File: src/rtl/ipv6_csum_pkg.sv
// Shared types, constants and a helper function of the IPv6 pseudo-header checksum block.
package ipv6_csum_pkg;

    localparam int LENGTH_BITS = 16;
    localparam int CFG_INDEX_W = 1;
    localparam int CFG_DATA_W  = 64;

    localparam logic [CFG_INDEX_W-1:0] CFG_SOURCE_UPPER = 1'b0;
    localparam logic [CFG_INDEX_W-1:0] CFG_SOURCE_LOWER = 1'b1;

    localparam logic [LENGTH_BITS-1:0] COUNT_MAX = '1;

    // Sum widths: four 16-bit words fit in 18 bits, five in 19, the grand total in 22.
    localparam int QUAD_W  = 18;
    localparam int MISC_W  = 19;
    localparam int TOTAL_W = 22;

    typedef struct packed {
        logic [7:0]  payload_byte;
        logic        byte_present;
        logic        end_of_payload;
        logic [63:0] dest_addr_upper;
        logic [63:0] dest_addr_lower;
        logic [7:0]  upper_proto;
    } in_item_t;

    typedef struct packed {
        logic [15:0] checksum;
        logic        length_overflow;
    } out_item_t;

    // One closed payload handed from the front end to the back end.
    typedef struct packed {
        logic [15:0]            run_sum;
        logic [15:0]            pad_word;
        logic [LENGTH_BITS-1:0] byte_count;
        logic                   overflow;
        logic [63:0]            dest_upper;
        logic [63:0]            dest_lower;
        logic [7:0]             upper_proto;
    } job_t;

    function automatic logic [QUAD_W-1:0] sum_quad(input logic [63:0] v);
        sum_quad = QUAD_W'(v[63:48]) + QUAD_W'(v[47:32])
                 + QUAD_W'(v[31:16]) + QUAD_W'(v[15:0]);
    endfunction

endpackage

File: src/rtl/ipv6_pseudo_header_checksum.sv
// Top level of the IPv6 upper-layer checksum engine with pseudo-header.
//
// Usage: the input side looks like a queue. Each item carries one payload byte
// (or an empty-payload marker) together with the destination address and the
// next-header value, which are only looked at on the item marked end_of_payload.
// An item is accepted at a rising edge with push high and full low. Items that
// do not close a payload produce no result.
// The result side also looks like a queue: while empty is low, the oldest
// checksum and its length-overflow flag sit on the result port, and they are
// taken at a rising edge with pop high.
// The front end takes one item every cycle while full is low. A closing item
// reaches the result port through the hand-off queue, then the two pipeline
// stages of the pseudo-header adder, whose fold writes the result queue.
// Payloads may close back to back, one per cycle while full is low.
// When the receiver stalls, the two-entry result queue fills, the adder
// pipeline holds, the hand-off queue fills and full rises; bytes are then
// refused until pop drains a result. Reset clears the source address registers,
// the partial sum and byte count, and empties both queues. The user must write
// the source address through the configuration port only while no payload is
// in flight; the block itself does not enforce this.
module ipv6_pseudo_header_checksum (
    input  logic                                     clk,
    input  logic                                     rst_n,
    input  logic                                     cfg_write,
    input  logic [ipv6_csum_pkg::CFG_INDEX_W-1:0]    cfg_index,
    input  logic [ipv6_csum_pkg::CFG_DATA_W-1:0]     cfg_data,
    input  logic                                     push,
    output logic                                     full,
    input  ipv6_csum_pkg::in_item_t                  request,
    output logic                                     empty,
    input  logic                                     pop,
    output ipv6_csum_pkg::out_item_t                 result
);

    logic [63:0]         source_upper_reg;
    logic [63:0]         source_lower_reg;
    logic                job_push;
    logic                job_pop;
    logic                job_empty;
    ipv6_csum_pkg::job_t job_in;
    ipv6_csum_pkg::job_t job_out;

    // Source address registers; both are ordinary 64-bit writes.
    always_ff @(posedge clk or negedge rst_n)
    begin
        if (!rst_n)
        begin
            source_upper_reg <= '0;
            source_lower_reg <= '0;
        end
        else if (cfg_write)
        begin
            unique case (cfg_index)
                ipv6_csum_pkg::CFG_SOURCE_UPPER: source_upper_reg <= cfg_data;
                ipv6_csum_pkg::CFG_SOURCE_LOWER: source_lower_reg <= cfg_data;
                default:                         source_upper_reg <= source_upper_reg;
            endcase
        end
    end

    // The front end accepts bytes and hands each closed payload to the queue.
    ipv6_csum_front u_front (
        .clk      (clk),
        .rst_n    (rst_n),
        .push     (push),
        .request  (request),
        .job_full (full),
        .job_push (job_push),
        .job      (job_in)
    );

    ipv6_csum_queue u_queue (
        .clk     (clk),
        .rst_n   (rst_n),
        .wr_en   (job_push),
        .wr_data (job_in),
        .full    (full),
        .rd_en   (job_pop),
        .empty   (job_empty),
        .rd_data (job_out)
    );

    // The back end adds the pseudo-header and delivers the finished checksums.
    ipv6_csum_back u_back (
        .clk          (clk),
        .rst_n        (rst_n),
        .source_upper (source_upper_reg),
        .source_lower (source_lower_reg),
        .job_empty    (job_empty),
        .job          (job_out),
        .job_pop      (job_pop),
        .empty        (empty),
        .pop          (pop),
        .result       (result)
    );

endmodule

File: src/rtl/ipv6_csum_front.sv
// Front end: pairs payload bytes into words, keeps the running sum and the byte count.
module ipv6_csum_front (
    input  logic                    clk,
    input  logic                    rst_n,
    input  logic                    push,
    input  ipv6_csum_pkg::in_item_t request,
    input  logic                    job_full,
    output logic                    job_push,
    output ipv6_csum_pkg::job_t     job
);

    logic [15:0]                             run_sum_reg, run_sum_next;
    logic [7:0]                              held_reg, held_next;
    logic                                    pending_reg, pending_next;
    logic [ipv6_csum_pkg::LENGTH_BITS-1:0]   count_reg, count_next;
    logic                                    overflow_reg, overflow_next;
    logic [16:0]                             pair_sum;
    logic                                    accept;

    assign accept   = push && !job_full;
    assign pair_sum = 17'(run_sum_reg) + 17'({held_reg, request.payload_byte});

    always_comb
    begin
        run_sum_next  = run_sum_reg;
        held_next     = held_reg;
        pending_next  = pending_reg;
        count_next    = count_reg;
        overflow_next = overflow_reg;
        if (accept && request.byte_present)
        begin
            if (pending_reg)
            begin
                // End-around carry: the carry out of bit 15 wraps back into bit 0.
                run_sum_next = pair_sum[15:0] + 16'(pair_sum[16]);
                held_next    = 8'h00;
                pending_next = 1'b0;
            end
            else
            begin
                held_next    = request.payload_byte;
                pending_next = 1'b1;
            end
            if (count_reg == ipv6_csum_pkg::COUNT_MAX)
            begin
                overflow_next = 1'b1;
            end
            else
            begin
                count_next = count_reg + 1'b1;
            end
        end
    end

    // The closing item carries the state as updated by its own byte.
    assign job_push         = accept && request.end_of_payload;
    assign job.run_sum      = run_sum_next;
    assign job.pad_word     = pending_next ? {held_next, 8'h00} : 16'h0000;
    assign job.byte_count   = count_next;
    assign job.overflow     = overflow_next;
    assign job.dest_upper   = request.dest_addr_upper;
    assign job.dest_lower   = request.dest_addr_lower;
    assign job.upper_proto  = request.upper_proto;

    always_ff @(posedge clk or negedge rst_n)
    begin
        if (!rst_n)
        begin
            run_sum_reg  <= '0;
            held_reg     <= '0;
            pending_reg  <= 1'b0;
            count_reg    <= '0;
            overflow_reg <= 1'b0;
        end
        else if (job_push)
        begin
            run_sum_reg  <= '0;
            held_reg     <= '0;
            pending_reg  <= 1'b0;
            count_reg    <= '0;
            overflow_reg <= 1'b0;
        end
        else
        begin
            run_sum_reg  <= run_sum_next;
            held_reg     <= held_next;
            pending_reg  <= pending_next;
            count_reg    <= count_next;
            overflow_reg <= overflow_next;
        end
    end

endmodule

File: src/rtl/ipv6_csum_queue.sv
// Two-entry queue of closed payloads between the front end and the back end.
module ipv6_csum_queue (
    input  logic                clk,
    input  logic                rst_n,
    input  logic                wr_en,
    input  ipv6_csum_pkg::job_t wr_data,
    output logic                full,
    input  logic                rd_en,
    output logic                empty,
    output ipv6_csum_pkg::job_t rd_data
);

    ipv6_csum_pkg::job_t mem_reg [2];
    logic                wr_ptr_reg;
    logic                rd_ptr_reg;
    logic [1:0]          count_reg, count_next;
    logic                do_wr, do_rd;

    assign full    = (count_reg == 2'd2);
    assign empty   = (count_reg == 2'd0);
    assign do_wr   = wr_en && !full;
    assign do_rd   = rd_en && !empty;
    assign rd_data = mem_reg[rd_ptr_reg];

    always_comb
    begin
        count_next = count_reg;
        if (do_wr && !do_rd)
        begin
            count_next = count_reg + 2'd1;
        end
        else if (do_rd && !do_wr)
        begin
            count_next = count_reg - 2'd1;
        end
    end

    always_ff @(posedge clk)
    begin
        if (do_wr)
        begin
            mem_reg[wr_ptr_reg] <= wr_data;
        end
    end

    always_ff @(posedge clk or negedge rst_n)
    begin
        if (!rst_n)
        begin
            wr_ptr_reg <= 1'b0;
            rd_ptr_reg <= 1'b0;
            count_reg  <= '0;
        end
        else
        begin
            if (do_wr)
            begin
                wr_ptr_reg <= !wr_ptr_reg;
            end
            if (do_rd)
            begin
                rd_ptr_reg <= !rd_ptr_reg;
            end
            count_reg <= count_next;
        end
    end

endmodule

File: src/rtl/ipv6_csum_back.sv
// Back end: adds the pseudo-header in a short pipeline, folds, and queues the results.
module ipv6_csum_back (
    input  logic                           clk,
    input  logic                           rst_n,
    input  logic [63:0]                    source_upper,
    input  logic [63:0]                    source_lower,
    input  logic                           job_empty,
    input  ipv6_csum_pkg::job_t            job,
    output logic                           job_pop,
    output logic                           empty,
    input  logic                           pop,
    output ipv6_csum_pkg::out_item_t       result
);

    // Stage A: partial sums of four words each, plus the payload, length and next-header terms.
    logic                                  a_valid_reg;
    logic [ipv6_csum_pkg::QUAD_W-1:0]      a_src_u_reg, a_src_l_reg;
    logic [ipv6_csum_pkg::QUAD_W-1:0]      a_dst_u_reg, a_dst_l_reg;
    logic [ipv6_csum_pkg::MISC_W-1:0]      a_misc_reg;
    logic                                  a_ovf_reg;
    // Stage B: grand total before folding.
    logic                                  b_valid_reg;
    logic [ipv6_csum_pkg::TOTAL_W-1:0]     b_total_reg;
    logic                                  b_ovf_reg;

    logic [31:0]                           count_wide;
    logic [ipv6_csum_pkg::MISC_W-1:0]      misc_sum;
    logic [ipv6_csum_pkg::TOTAL_W-1:0]     total_sum;
    logic [16:0]                           fold1;
    logic [15:0]                           fold2;
    logic [15:0]                           inverted;
    ipv6_csum_pkg::out_item_t              c_item;
    logic                                  advance;

    // Result queue.
    ipv6_csum_pkg::out_item_t              out_mem_reg [2];
    logic                                  out_wr_ptr_reg;
    logic                                  out_rd_ptr_reg;
    logic [1:0]                            out_count_reg, out_count_next;
    logic                                  out_full;
    logic                                  out_wr, out_rd;

    assign out_full = (out_count_reg == 2'd2);
    assign advance  = !out_full;
    assign job_pop  = advance && !job_empty;

    assign count_wide = 32'(job.byte_count);
    assign misc_sum   = ipv6_csum_pkg::MISC_W'(job.run_sum)
                      + ipv6_csum_pkg::MISC_W'(job.pad_word)
                      + ipv6_csum_pkg::MISC_W'(count_wide[31:16])
                      + ipv6_csum_pkg::MISC_W'(count_wide[15:0])
                      + ipv6_csum_pkg::MISC_W'(job.upper_proto);

    assign total_sum = ipv6_csum_pkg::TOTAL_W'(a_src_u_reg)
                     + ipv6_csum_pkg::TOTAL_W'(a_src_l_reg)
                     + ipv6_csum_pkg::TOTAL_W'(a_dst_u_reg)
                     + ipv6_csum_pkg::TOTAL_W'(a_dst_l_reg)
                     + ipv6_csum_pkg::TOTAL_W'(a_misc_reg);

    // Two folds bring the total back to 16 bits; the second cannot carry again.
    assign fold1    = 17'(b_total_reg[15:0])
                    + 17'(b_total_reg[ipv6_csum_pkg::TOTAL_W-1:16]);
    assign fold2    = fold1[15:0] + 16'(fold1[16]);
    assign inverted = ~fold2;
    assign c_item.checksum        = (inverted == 16'h0000) ? 16'hFFFF : inverted;
    assign c_item.length_overflow = b_ovf_reg;

    always_ff @(posedge clk)
    begin
        if (advance)
        begin
            a_src_u_reg <= ipv6_csum_pkg::sum_quad(source_upper);
            a_src_l_reg <= ipv6_csum_pkg::sum_quad(source_lower);
            a_dst_u_reg <= ipv6_csum_pkg::sum_quad(job.dest_upper);
            a_dst_l_reg <= ipv6_csum_pkg::sum_quad(job.dest_lower);
            a_misc_reg  <= misc_sum;
            a_ovf_reg   <= job.overflow;
            b_total_reg <= total_sum;
            b_ovf_reg   <= a_ovf_reg;
        end
    end

    assign out_wr = advance && b_valid_reg;
    assign out_rd = pop && (out_count_reg != 2'd0);
    assign empty  = (out_count_reg == 2'd0);
    assign result = out_mem_reg[out_rd_ptr_reg];

    always_comb
    begin
        out_count_next = out_count_reg;
        if (out_wr && !out_rd)
        begin
            out_count_next = out_count_reg + 2'd1;
        end
        else if (out_rd && !out_wr)
        begin
            out_count_next = out_count_reg - 2'd1;
        end
    end

    always_ff @(posedge clk)
    begin
        if (out_wr)
        begin
            out_mem_reg[out_wr_ptr_reg] <= c_item;
        end
    end

    always_ff @(posedge clk or negedge rst_n)
    begin
        if (!rst_n)
        begin
            a_valid_reg    <= 1'b0;
            b_valid_reg    <= 1'b0;
            out_wr_ptr_reg <= 1'b0;
            out_rd_ptr_reg <= 1'b0;
            out_count_reg  <= '0;
        end
        else
        begin
            if (advance)
            begin
                a_valid_reg <= !job_empty;
                b_valid_reg <= a_valid_reg;
            end
            if (out_wr)
            begin
                out_wr_ptr_reg <= !out_wr_ptr_reg;
            end
            if (out_rd)
            begin
                out_rd_ptr_reg <= !out_rd_ptr_reg;
            end
            out_count_reg <= out_count_next;
        end
    end

endmodule
File: config.mk
export PLATFORM = sky130hd
export DESIGN_NAME = ipv6_pseudo_header_checksum
export DESIGN_NICKNAME = d
export VERILOG_FILES = /design/src/rtl/ipv6_csum_pkg.sv /design/src/rtl/ipv6_pseudo_header_checksum.sv /design/src/rtl/ipv6_csum_front.sv /design/src/rtl/ipv6_csum_queue.sv /design/src/rtl/ipv6_csum_back.sv
export SDC_FILE = /design/constraint.sdc
export NUM_CORES = 1
export LEC_CHECK = 0
export ABC_AREA = 1
export BUFFER_PORTS_ARGS = -buffer_cell sky130_fd_sc_hd__buf_2
export CORE_MARGIN = 1
export CORE_UTILIZATION = 48
export DETAILED_ROUTE_END_ITERATION = 10
export GPL_TIMING_DRIVEN = 0
export HOLD_SLACK_MARGIN = 0.02
export PLACE_DENSITY = 0.65
export SLEW_MARGIN = 25
export SYNTH_ARGS = -nofsm -noshare
export SYNTH_HDL_FRONTEND = slang
export SYNTH_SLANG_ARGS = --single-unit
File: constraint.sdc
create_clock -name clk -period 11.02 [get_ports clk]
set_clock_uncertainty 0.15 [all_clocks]
set_input_delay 1.102 -clock clk [delete_from_list [all_inputs] [get_ports clk]]
set_output_delay 1.102 -clock clk [all_outputs]
set_load 0.1 [all_outputs]
==> metrics.txt <==
Nets ~4800; clk_lat worst skew approximately 0.64 ns; drt total wl slightly below 90000 um; CP Launch Type flop; kind of critical path reg2reg; Mapped Area 38100 um2; wire per inst ~17 um; DR pass1 iterations 5; asr flop ratio synth a little over a quarter; GRT Total Usage about 22%; hpwl dp approximately 70000 um; clock buffer depth 3; vias 26700; fin. max-slew vios 0; max capacitance violation total 0; syn_area_per_cell 9.78 um2; R2R cell count 24; status finished clean; CTS resizes 0; Remaining DRCs 0; share of cells above drive strength 1 10.4%; Row Count 102; Final Hold Vio Count 0; Port Buffer Count 234; predominant post-synthesis flop cell edfxtp_1; critical path's largest stage delay around 0.65 ns; crit path max fanout 10; share of the synthesized area in the top cell type between 30% and 40%; clk root buf clkbuf_16; CTS tree built; most frequent cells in the layout nand2_1, inv_1, edfxtp_1; sequential share of the synthesized area between 50% and 60%; Period Utilization, post-route 60.3%; Yosys cell types 48; cell repeated most along the worst path nand2_1; # IOs between 200 and 250; post-synthesis instance total between 3000 and 4000; commonest non-fill, non-tap cell in the layout nand2_1; largest net degree at the start of global routing between 80 and 90; setup ws final 4.37 ns; Area contributors post-synth edfxtp_1, dfrtp_1, nand2_1; DR iter-0 viols between 1500 and 2000; setup TNS 0 ns; total gr overflow 0; core area a little under 80000 um2; first-pass GRT wire length 140000 um; Largest register FFs 354; Initial Util 48.8%; area leader, netlist edfxtp_1; H-tree level count 3; Final setup viols 0; CP endpoint kind flop; register bit count reported by yosys 681; Required @ worst endpoint 11.23 ns; antenna violations before repair 4; CP max-delay cell clkbuf_1; Post-CTS Setup Bufs 0; CTS sink count 681; die area 80400 um2; Place WS around 4.4 ns; Slew HR approximately two fifths; Die Wd 284 um; unrepaired setup endpoints after global routing false; worst r2r dst u_back.a_dst_l_reg[15]$_DFFE_PN_; f_max 0.150 GHz; gp weighted congestion 0.881; Worst-Margin Slew slightly above 0.9 ns; vias per cell approximately 5; warnings from Yosys 0; crit path time final 6.65 ns; flop2flop setup slack between 4 and 5 ns; Num CTS Buffers 76; worst hold path class in2async; vias in the first global route 26400; EDFF count, synth between 500 and 600; CTS clk-pin slew, worst paths ~0.06 ns; Post-CTS Hold Fix Bufs 0; Post-DRT Antenna Nets 0; reg2reg start u_queue.rd_ptr_reg$_DFFE_PN0P_; CP arrival just under 7 ns; Area Overhead vs Synth 14.6%; CP Cell Sequence clkbuf_1, inv_1, clkbuf_1, clkbuf_1, nand2_1, nand2_1, ha_1, fa_1, a21oi_1, o21bai_1, nand2_1, o211ai_1, nand2_1, a21oi_1, a31oi_1, xor2_1, fa_1, inv_1, ha_1, nand2_1, nor2_1, nand4_1, o21ai_0, xor2_1; syn_nets about 4500; DIE HEIGHT about 280 um
## cells in the mapped netlist (2+ instances only)
master     number
o21bai_1       14
edfxtp_1      501
a21oi_1       201
o21ai_0       220
xnor2_1        57
a21boi_0        8
xor2_1        132
o2111ai_1       5
or2_2          12
nand2_4         4
a211oi_1        6
fa_1          121
nor3_1         26
nand2_2        24
nand3_1       128
clkinv_1        4
ha_1          226
buf_1           4
nand4_1        24
inv_1         562
nor2_4          3
o21a_1          5
nand3b_1        6
nand3_4         2
nor4_1          5
nand2_1      1084
o31ai_1        10
a21o_1         13
nor2_2          9
nand3_2         3
dfrtp_1       180
o211ai_1        5
and2_1          6
clkbuf_1       71
inv_2           6
a31oi_1        11
nor2_1        154
mux2i_1        30
## critical path, delay by kind of cell, from the launching register on
family / cells / cell delay [ns]
AOI/OAI and AO/OA: 6 / 1.32
xor gates and xnor gates: 2 / 0.66
adders and majority gates: 4 / 1.42
buffers and inverters: 5 / 1.70
DFF: 1 / 0.35
and+or+nand+nor: 7 / 0.76
## through the flow
stage	instances	instance area [um2]	hold slack [ns]	utilization (%)
3_3_place_gp	5166	40500	0.263	52.0
5_1_grt	5331	43600	0.138	55.9
6_report	5331	43600	0.155	55.9
3_5_place_dp	5187	41100	0.262	52.7
2_1_floorplan	3892	38100	0.250	-
4_1_cts	5326	43600	0.123	55.9
## area by class of cell
type,instances,area [um2]
clock inverters,38,449
fillers,6799,34400
repair buffers,256,1730
clock buffers,101,2050
multi-input cells,2562,16100
well taps,1040,1300
flip-flops and latches,681,19500
inverters,572,2150
diodes,4,10.0
plain buffers,77,300
## worst max-delay path by stage
stage / start / end / slack [ns] / cells after the start
2_1_floorplan: request[136] / u_queue.mem_reg[0][0]$_DFFE_PP_ / 1.52 / 2
3_3_place_gp: push / u_queue.mem_reg[1][98]$_DFFE_PP_ / -3.19 / 3
3_5_place_dp: u_queue.rd_ptr_reg$_DFFE_PN0P_ / u_back.a_dst_l_reg[15]$_DFFE_PN_ / 4.45 / 23
4_1_cts: u_queue.rd_ptr_reg$_DFFE_PN0P_ / u_back.a_dst_l_reg[15]$_DFFE_PN_ / 4.43 / 23
5_1_grt: u_queue.rd_ptr_reg$_DFFE_PN0P_ / u_back.a_dst_u_reg[14]$_DFFE_PN_ / 3.93 / 25
6_report: u_queue.rd_ptr_reg$_DFFE_PN0P_ / u_back.a_dst_l_reg[15]$_DFFE_PN_ / 4.37 / 24
## cells by family after synthesis
logic type	Yosys count	share of synthesized area, %
AO/OA/AOI/OAI	504	7.20
XOR/XNOR	189	4.35
adder cells (fa/ha/maj)	347	13.8
buffers and inverters	649	6.42
flip-flops	681	51.4
multiplexers	30	0.789
AND/OR/NAND/NOR	1492	16.1
## metal layers
metal  vias to the layer above  wire (um)  global-route usage [%]
met5                         -          0                       0
met3                       114       4060                    2.99
met2                       604      43100                    37.4
met1                     12600      40000                    30.3
li1                      13400          -                       -
met4                         0       1610                    5.74
Power is not shown: default switching activity piles up to over one toggle a cycle in this logic, so the estimate is an artifact.
